[src/sv/rrt_pkg.sv]
package rrt_pkg;

  localparam int TableSlots = 16;
  localparam int SlotW = 4;

  localparam logic [1:0] KIND_SEND = 2'd0;
  localparam logic [1:0] KIND_RECV = 2'd1;
  localparam logic [1:0] KIND_TICK = 2'd2;

  localparam logic [2:0] EV_ADDED = 3'd0;
  localparam logic [2:0] EV_REFUSED = 3'd1;
  localparam logic [2:0] EV_VERDICT = 3'd2;
  localparam logic [2:0] EV_RESEND = 3'd3;
  localparam logic [2:0] EV_GIVEUP = 3'd4;

  localparam logic [1:0] CFG_FIRST_WAIT = 2'd0;
  localparam logic [1:0] CFG_RETRY_WAIT = 2'd1;
  localparam logic [1:0] CFG_RETRY_LIMIT = 2'd2;

  typedef struct packed {
    logic [1:0]  kind;
    logic [15:0] msg_type;
    logic [15:0] msg_id;
    logic [47:0] peer_mac;
    logic [15:0] reply_type;
    logic        expects_response;
    logic        is_response;
    logic        answer_is_ack;
    logic        unsolicited;
  } in_item_t;

  typedef struct packed {
    logic [2:0]  event_res;
    logic [3:0]  slot;
    logic [15:0] out_type;
    logic [15:0] out_id;
    logic [47:0] out_mac;
    logic        ack_needed;
    logic        matched;
    logic        last;
  } out_item_t;

  typedef struct packed {
    logic        valid;
    logic [15:0] etype;
    logic [15:0] resp;
    logic [15:0] id;
    logic [47:0] mac;
    logic [2:0]  tries;
    logic [15:0] timer;
  } entry_t;

  // Operation applied by the head cell as the table rotates past it.
  typedef enum logic [3:0] {
    OP_IDLE = 4'b0001,
    OP_SEND = 4'b0010,
    OP_RECV = 4'b0100,
    OP_TICK = 4'b1000
  } op_t;

endpackage

[src/sv/rrt_cell.sv]
module rrt_cell (
  input  logic           clk,
  input  logic           rst_n,
  input  logic           shift,
  input  rrt_pkg::entry_t prev_in,
  output rrt_pkg::entry_t cur_out
);

  rrt_pkg::entry_t ent_r;
  rrt_pkg::entry_t ent_nxt;

  always_comb begin
    ent_nxt = shift ? prev_in : ent_r;
  end

  always_ff @(posedge clk) begin
    if (!rst_n) begin
      ent_r.valid <= 1'b0;
    end else begin
      ent_r.valid <= ent_nxt.valid;
    end
    ent_r.etype <= ent_nxt.etype;
    ent_r.resp <= ent_nxt.resp;
    ent_r.id <= ent_nxt.id;
    ent_r.mac <= ent_nxt.mac;
    ent_r.tries <= ent_nxt.tries;
    ent_r.timer <= ent_nxt.timer;
  end

  assign cur_out = ent_r;

endmodule

[src/sv/request_retry_tracker.sv]
// The table is a ring of 16 cells that rotates one slot per cycle past a head
// cell while an operation runs. A receive or a tick rotates the ring once; a
// send rotates it twice (search, then write), or once when it is refused. A send
// that expects no response, and an unknown kind, leave the ring still and give
// no result. busy stays high through the rotation and while a final result is
// pending, so the next item is accepted only once both are over. A send or
// receive gives its single result through the pend_r and res_r registers after
// the rotation ends. A tick gives one result per expiring slot in slot order,
// each issued when the next expiring slot is found, and the final one, with last
// set, after the rotation ends. Results cannot be held off by the receiver.
// Configuration is taken only while busy is low.
module request_retry_tracker (
  input  logic               clk,
  input  logic               rst_n,
  input  logic               start,
  output logic               busy,
  input  rrt_pkg::in_item_t  in_item,
  output logic               out_valid,
  output rrt_pkg::out_item_t out_item,
  input  logic               cfg_valid,
  output logic               cfg_ready,
  input  logic [1:0]         cfg_index,
  input  logic [15:0]        cfg_data
);

  localparam int N = rrt_pkg::TableSlots;

  rrt_pkg::entry_t cell_q [N];
  rrt_pkg::entry_t cell_d [N];
  rrt_pkg::entry_t head_new;

  logic [15:0] first_wait_r, retry_wait_r;
  logic [2:0]  retry_limit_r;
  logic [15:0] id_cnt_r, id_cnt_nxt;
  rrt_pkg::op_t op_r, op_nxt;
  rrt_pkg::in_item_t it_r;
  logic [rrt_pkg::SlotW:0] pos_r, pos_nxt;
  logic [rrt_pkg::SlotW-1:0] pos_slot;
  logic shift;

  logic found_r, found_nxt;
  logic [rrt_pkg::SlotW-1:0] fslot_r, fslot_nxt;
  logic free_r, free_nxt;
  logic [rrt_pkg::SlotW-1:0] free_slot_r, free_slot_nxt;
  logic [15:0] ftype_r, ftype_nxt;
  rrt_pkg::out_item_t pend_r, pend_nxt;
  logic pend_v_r, pend_v_nxt;
  rrt_pkg::out_item_t res_r, res_nxt;
  logic res_v_r, res_v_nxt;

  genvar g;
  generate
    for (g = 0; g < N; g++) begin : g_cell
      rrt_cell u_cell (
        .clk    (clk),
        .rst_n  (rst_n),
        .shift  (shift),
        .prev_in(cell_d[g]),
        .cur_out(cell_q[g])
      );
      if (g < N - 1) begin : g_link
        assign cell_d[g] = cell_q[g + 1];
      end else begin : g_head
        assign cell_d[g] = head_new;
      end
    end
  endgenerate

  assign busy = (op_r != rrt_pkg::OP_IDLE) || pend_v_r;
  assign shift = (op_r != rrt_pkg::OP_IDLE);
  assign pos_slot = pos_r[rrt_pkg::SlotW-1:0];
  assign cfg_ready = !busy;
  assign out_valid = res_v_r;
  assign out_item = res_r;

  always_comb begin
    rrt_pkg::entry_t e;
    logic rmatch, smatch;
    e = cell_q[0];
    head_new = e;
    op_nxt = op_r;
    pos_nxt = pos_r;
    id_cnt_nxt = id_cnt_r;
    found_nxt = found_r;
    fslot_nxt = fslot_r;
    free_nxt = free_r;
    free_slot_nxt = free_slot_r;
    ftype_nxt = ftype_r;
    pend_nxt = pend_r;
    pend_v_nxt = 1'b0;
    res_nxt = pend_r;
    res_v_nxt = pend_v_r;
    rmatch = e.valid && e.mac == it_r.peer_mac && e.id == it_r.msg_id
             && e.resp == it_r.msg_type;
    smatch = e.valid && e.etype == it_r.msg_type && e.mac == it_r.peer_mac;
    if (op_r == rrt_pkg::OP_IDLE) begin
      if (start && !busy) begin
        pos_nxt = '0;
        found_nxt = 1'b0;
        free_nxt = 1'b0;
        fslot_nxt = '0;
        free_slot_nxt = '0;
        ftype_nxt = in_item.msg_type;
        case (in_item.kind)
          rrt_pkg::KIND_SEND: op_nxt = in_item.expects_response ?
                                       rrt_pkg::OP_SEND : rrt_pkg::OP_IDLE;
          rrt_pkg::KIND_RECV: op_nxt = rrt_pkg::OP_RECV;
          rrt_pkg::KIND_TICK: op_nxt = rrt_pkg::OP_TICK;
          default: op_nxt = rrt_pkg::OP_IDLE;
        endcase
      end
    end else begin
      pos_nxt = pos_r + 1'b1;
      case (op_r)
        rrt_pkg::OP_SEND: begin
          if (pos_r[rrt_pkg::SlotW] == 1'b0) begin
            // First pass searches; second pass writes the chosen slot.
            if (smatch && !found_r) begin
              found_nxt = 1'b1;
              fslot_nxt = pos_slot;
            end
            if (!e.valid && !free_r) begin
              free_nxt = 1'b1;
              free_slot_nxt = pos_slot;
            end
            if (pos_slot == rrt_pkg::SlotW'(N - 1)) begin
              if (!found_nxt && !free_nxt) begin
                op_nxt = rrt_pkg::OP_IDLE;
                pend_nxt = '{rrt_pkg::EV_REFUSED, 4'd0, it_r.msg_type, 16'd0,
                             it_r.peer_mac, 1'b0, 1'b0, 1'b1};
                pend_v_nxt = 1'b1;
              end else if (!found_nxt) begin
                fslot_nxt = free_slot_nxt;
              end
            end
          end else begin
            if (pos_slot == fslot_r) begin
              head_new = '{1'b1, it_r.msg_type, it_r.reply_type, it_r.msg_id,
                           it_r.peer_mac, 3'd0, first_wait_r};
            end
            if (pos_slot == rrt_pkg::SlotW'(N - 1)) begin
              op_nxt = rrt_pkg::OP_IDLE;
              pend_nxt = '{rrt_pkg::EV_ADDED, fslot_r, it_r.msg_type, 16'd0,
                           it_r.peer_mac, 1'b0, 1'b0, 1'b1};
              pend_v_nxt = 1'b1;
            end
          end
        end
        rrt_pkg::OP_RECV: begin
          if (rmatch && !found_r) begin
            found_nxt = 1'b1;
            fslot_nxt = pos_slot;
            ftype_nxt = e.etype;
            if (it_r.is_response) begin
              head_new.valid = 1'b0;
            end
          end
          if (pos_slot == rrt_pkg::SlotW'(N - 1)) begin
            op_nxt = rrt_pkg::OP_IDLE;
            pend_nxt = '{rrt_pkg::EV_VERDICT, fslot_nxt, ftype_nxt, 16'd0,
                         it_r.peer_mac,
                         it_r.answer_is_ack && !(it_r.unsolicited && found_nxt),
                         it_r.is_response && found_nxt, 1'b1};
            pend_v_nxt = 1'b1;
          end
        end
        rrt_pkg::OP_TICK: begin
          res_v_nxt = 1'b0;
          pend_v_nxt = pend_v_r;
          if (e.valid && e.timer <= 16'd1 && pend_v_r) begin
            res_nxt = pend_r;
            res_nxt.last = 1'b0;
            res_v_nxt = 1'b1;
          end
          if (e.valid) begin
            if (e.timer > 16'd1) begin
              head_new.timer = e.timer - 16'd1;
            end else if ({1'b0, e.tries} + 4'd1 <= {1'b0, retry_limit_r}) begin
              head_new.tries = e.tries + 3'd1;
              head_new.id = id_cnt_r;
              head_new.timer = retry_wait_r;
              id_cnt_nxt = id_cnt_r + 16'd1;
              pend_nxt = '{rrt_pkg::EV_RESEND, pos_slot, e.etype, id_cnt_r,
                           e.mac, 1'b0, 1'b0, 1'b1};
              pend_v_nxt = 1'b1;
            end else begin
              head_new.valid = 1'b0;
              pend_nxt = '{rrt_pkg::EV_GIVEUP, pos_slot, e.etype, 16'd0,
                           e.mac, 1'b0, 1'b0, 1'b1};
              pend_v_nxt = 1'b1;
            end
          end
          if (pos_slot == rrt_pkg::SlotW'(N - 1)) begin
            op_nxt = rrt_pkg::OP_IDLE;
          end
        end
        default: op_nxt = rrt_pkg::OP_IDLE;
      endcase
    end
  end

  always_ff @(posedge clk) begin
    if (!rst_n) begin
      op_r <= rrt_pkg::OP_IDLE;
      pend_v_r <= 1'b0;
      res_v_r <= 1'b0;
      id_cnt_r <= '0;
      first_wait_r <= 16'd1000;
      retry_wait_r <= 16'd2000;
      retry_limit_r <= 3'd3;
    end else begin
      op_r <= op_nxt;
      pend_v_r <= pend_v_nxt;
      res_v_r <= res_v_nxt;
      id_cnt_r <= id_cnt_nxt;
      if (cfg_valid && cfg_ready) begin
        case (cfg_index)
          rrt_pkg::CFG_FIRST_WAIT: first_wait_r <= cfg_data;
          rrt_pkg::CFG_RETRY_WAIT: retry_wait_r <= cfg_data;
          rrt_pkg::CFG_RETRY_LIMIT: retry_limit_r <= cfg_data[2:0];
          default: ;
        endcase
      end
    end
    if (start && !busy) begin
      it_r <= in_item;
    end
    pos_r <= pos_nxt;
    found_r <= found_nxt;
    fslot_r <= fslot_nxt;
    free_r <= free_nxt;
    free_slot_r <= free_slot_nxt;
    ftype_r <= ftype_nxt;
    pend_r <= pend_nxt;
    res_r <= res_nxt;
  end

  a_last_at_idle: assert property (@(posedge clk) disable iff (!rst_n)
    (out_valid && out_item.last) |-> !pend_v_r)
    else $error("last result issued while another is pending");
  a_tick_ends: assert property (@(posedge clk) disable iff (!rst_n)
    (op_r == rrt_pkg::OP_TICK && pos_slot == rrt_pkg::SlotW'(N - 1))
    |=> op_r == rrt_pkg::OP_IDLE)
    else $error("tick did not end after one rotation");
  a_verdict_flags: assert property (@(posedge clk) disable iff (!rst_n)
    (out_valid && out_item.event_res != rrt_pkg::EV_VERDICT)
    |-> (!out_item.ack_needed && !out_item.matched))
    else $error("verdict flags set on a non-verdict result");

endmodule
[config.mk]
export PLATFORM = sky130hd
export DESIGN_NAME = request_retry_tracker
export DESIGN_NICKNAME = d
export VERILOG_FILES = /design/src/sv/rrt_pkg.sv /design/src/sv/rrt_cell.sv /design/src/sv/request_retry_tracker.sv
export SDC_FILE = /design/constraint.sdc
export NUM_CORES = 2
export LEC_CHECK = 0
export ABC_AREA = 1
export BUFFER_PORTS_ARGS = -buffer_cell sky130_fd_sc_hd__buf_2
export CAP_MARGIN = 5
export CORE_ASPECT_RATIO = 1.25
export CORE_MARGIN = 2
export CORE_UTILIZATION = 55
export CTS_CLUSTER_SIZE = 24
export DETAILED_ROUTE_END_ITERATION = 8
export GPL_ROUTABILITY_DRIVEN = 1
export PLACE_DENSITY = 0.8
export REMOVE_ABC_BUFFERS = 1
export SLEW_MARGIN = 20
export SYNTH_ARGS = -nofsm -noshare
export SYNTH_HDL_FRONTEND = slang
export SYNTH_SLANG_ARGS = --single-unit
[constraint.sdc]
create_clock -name clk -period 91.3 [get_ports clk]
set_input_delay 18.26 -clock clk [delete_from_list [all_inputs] [get_ports clk]]
set_output_delay 18.26 -clock clk [all_outputs]
set_load 0.03 [all_outputs]
==> results.sh <==
export IMPL_cts_sinks=2222
export IMPL_cp_max_fo=127
export IMPL_peakVddDrop_uv=36.5
export IMPL_switchingPower_mw=0.951
export IMPL_rsz0062_at_grt="false"
export IMPL_r2r_start="op_r[3]"
export IMPL_worst_slew_pin_slew_ps=1100
export IMPL_cts_buffers=191
export IMPL_hold_ws_ps=340
export IMPL_cts_hold_buf=0
export IMPL_cts_tree="done"
export IMPL_grt_pass1_wl_mm=202
export IMPL_hp_start="pend_r[2]"
export IMPL_gr_total_overflow=0
export IMPL_holdPathStages=0
export IMPL_rows=149
export IMPL_place_congestion=0.891
export IMPL_fmax_ghz=0.0480
export IMPL_dp_hpwl_mm=80.4
export IMPL_p_int_mw=2.44
export IMPL_areaGrowthSynthToFinish_pct=13.5
export IMPL_setup_ws_ps=70480
export IMPL_relSlewSlack_pct=26.6
export IMPL_power_frac_seq_pct=61.0
export IMPL_p_leak_nw=29.1
export IMPL_routed_wl_mm=138
export IMPL_htreeDepth=4
export IMPL_p_clk_share_pct=24.7
export IMPL_die_h_um=412
export IMPL_ant_nets=0
export IMPL_track_usage_pct=20.2
export IMPL_portBuffers=216
export IMPL_combPwrFrac_pct=14.3
export IMPL_clk_pin_slew_ps=60
export IMPL_holdPathEnd="out_item[2]"
export IMPL_drtPass1Iterations=9
export IMPL_critical_path_arrival_ps=2560
export IMPL_ys_types=41
export IMPL_clk_path_buf_depth=3
export IMPL_synth_seq_cells=2222
export IMPL_critPathLaunchType="flip-flop"
export IMPL_slew_violations=0
export IMPL_hold_viol_final=0
export IMPL_cts_root_buf="clkbuf_16"
export IMPL_yosysWarnings=0
export IMPL_drive_gt1_share_pct=12.8
export IMPL_synth_edf_count=2059
export IMPL_reg2regPathDepth=9
export IMPL_violations="design-rule violations"
export IMPL_wl_per_cell_um=22.1
export IMPL_cap_viol_max_count=0
export IMPL_status="complete, but fails checks"
export IMPL_synth_top_cell_area_share_pct=84.5
export IMPL_viasPerCell=5.47
export IMPL_synth_top_area_cell="edfxtp_1"
export IMPL_cts_resized=0
export IMPL_core_area_mm2=0.132
export IMPL_syn_area_per_cell_um2=18.4
export IMPL_reg2reg_slack_ps=86410
export IMPL_final_area_mm2=0.0831
export IMPL_synthFlopType="edfxtp_1"
export IMPL_synth_cells=3977
export IMPL_criticalPathCategory="flip-flop to primary output"
export IMPL_fin_skew_ps=51.5
export IMPL_final_nets=4477
export IMPL_worstReg2RegEnd="g_cell[13].u_cell.cur_out[94]"
export IMPL_synth_most_common_cell="edfxtp_1"
export IMPL_netlist_area_mm2=0.0732
export IMPL_synthTopCellsByCount="2,059 x edfxtp_1, 599 x nand2_1, 242 x inv_1"
export IMPL_vias=34259
export IMPL_pin_count=217
export IMPL_antenna_found_initial=36
export IMPL_drcViolationCount=20
export IMPL_dieArea_mm2=0.136
export IMPL_setup_violations=0
export IMPL_critPathRequiredTime_ps=73040
export IMPL_p_per_area_mw_per_mm2=40.8
export IMPL_synth_area_leaders="edfxtp_1 84%, dfxtp_1 4.5%, nand2_1 3.1%"
export IMPL_setup_tns_ps=0
export IMPL_initialDrtViolationCount=5012
export IMPL_crit_path_end_kind="primary output"
export IMPL_hp_class="flip-flop to flip-flop"
export IMPL_place_ws_ps=70730
export IMPL_clk_latency_ps=830
export IMPL_cts_setup_buffers=0
export IMPL_first_global_vias=32762
export IMPL_die_x_um=330
export IMPL_seq_area_frac_synth_pct=88.9
export IMPL_p_sw_share_pct=28.1
export IMPL_start_util_pct=55.5
export IMPL_timing_final_crit_share_pct=22.8
export IMPL_grt_max_degree=229
export IMPL_place_area_mm2=0.0764
export IMPL_async_reset_ff_share_pct=0
export IMPL_layout_min_cycle_time_ps=20820
-- kinds of logic after synthesis --
| family | share of synthesized area, % |
|---|---|
| flops | 88.9 |
| compound gates | 3.03 |
| xor+xnor | 0.718 |
| simple gates | 5.45 |
| fa+ha+maj | 0.137 |
| buf+inv | 1.75 |
-- power groups by stage --
stage | Clock [mW] | Sequential (mW) | Combinational (mW)
floorplan | 0 | 2.45 | 0.325
global placement | 0 | 2.04 | 0.456
detailed placement | 0 | 2.07 | 0.475
CTS | 0.854 | 2.08 | 0.479
global route | 0.889 | 2.11 | 0.536
finish | 0.837 | 2.06 | 0.484
-- metal layers --
| metal | vias to the layer above | wire length, um | share of wire (%) | track usage (%) |
|---|---|---|---|---|
| met4 | 16 | 5850 | 4.2 | 8.86 |
| met3 | 355 | 11100 | 8.1 | 3.99 |
| met1 | 16955 | 58900 | 43 | 30.0 |
| met5 | - | 96 | 0.069 | 0 |
| li1 | 15401 | - | - | - |
| met2 | 1532 | 62400 | 45 | 29.5 |
-- state kept, by name, indices dropped and copies added (netlist names), 3 cells and up --
| register | count |
|---|---|
| ftype_r | 16 |
| fslot_r | 4 |
| g_cell.u_cell.cur_out | 1856 |
| free_slot_r | 4 |
| first_wait_r | 16 |
| op_r | 4 |
| retry_limit_r | 3 |
| id_cnt_r | 16 |
| out_item | 90 |
| retry_wait_r | 16 |
| pos_r | 5 |
| pend_r | 89 |
| it_r | 99 |
-- how the worst max path moves through the flow --
stage / from / to / slack, ps
after floorplan: op_r[2] / busy / 50290
after global placement: start / it_r[56] / 70790
after detailed placement: start / it_r[56] / 70730
after CTS: op_r[2] / busy / 70400
after global routing: op_r[2] / busy / 70310
final: op_r[3] / busy / 70480
-- cell usage in the layout, fill, tap and decap left out, drive strengths merged, types with 42 or more instances in the layout --
master  instances
a21oi          44
buf           247
clkbuf        226
clkinv         90
dfxtp         163
edfxtp       2059
inv           267
nand2         601
nand3          70
nor2          224
o21ai         237
xor2           42
-- layout make-up --
cell class                 count  area (um^2)
fill                        8693        48900
multi-input combinational   1423         6860
clock buffer                 226         5010
tap                         1736         2170
inverter                     260          983
antenna                       20         50.0
timing repair buffer         247         1400
clock inverter               134         1530
sequential                  2222        65100
-- stage by stage --
stage | std cells | utilization (%) | power (mW)
after global placement | 5886 | 57.9 | 2.50
final | 6268 | 63.0 | 3.39
after global routing | 6252 | 62.9 | 3.54
after detailed placement | 5886 | 57.9 | 2.55
after CTS | 6246 | 62.9 | 3.41
after floorplan | 3905 | - | 2.78
-- worst max-delay path: stages (launching register included) --
cell and delay, ps:
dfxtp_1 410, nor2_1 80, inv_2 90, nor3_4 60
inv_8 580, nor2_4 140, inv_1 160, buf_2 210
Power figures use the tool's default switching activity.
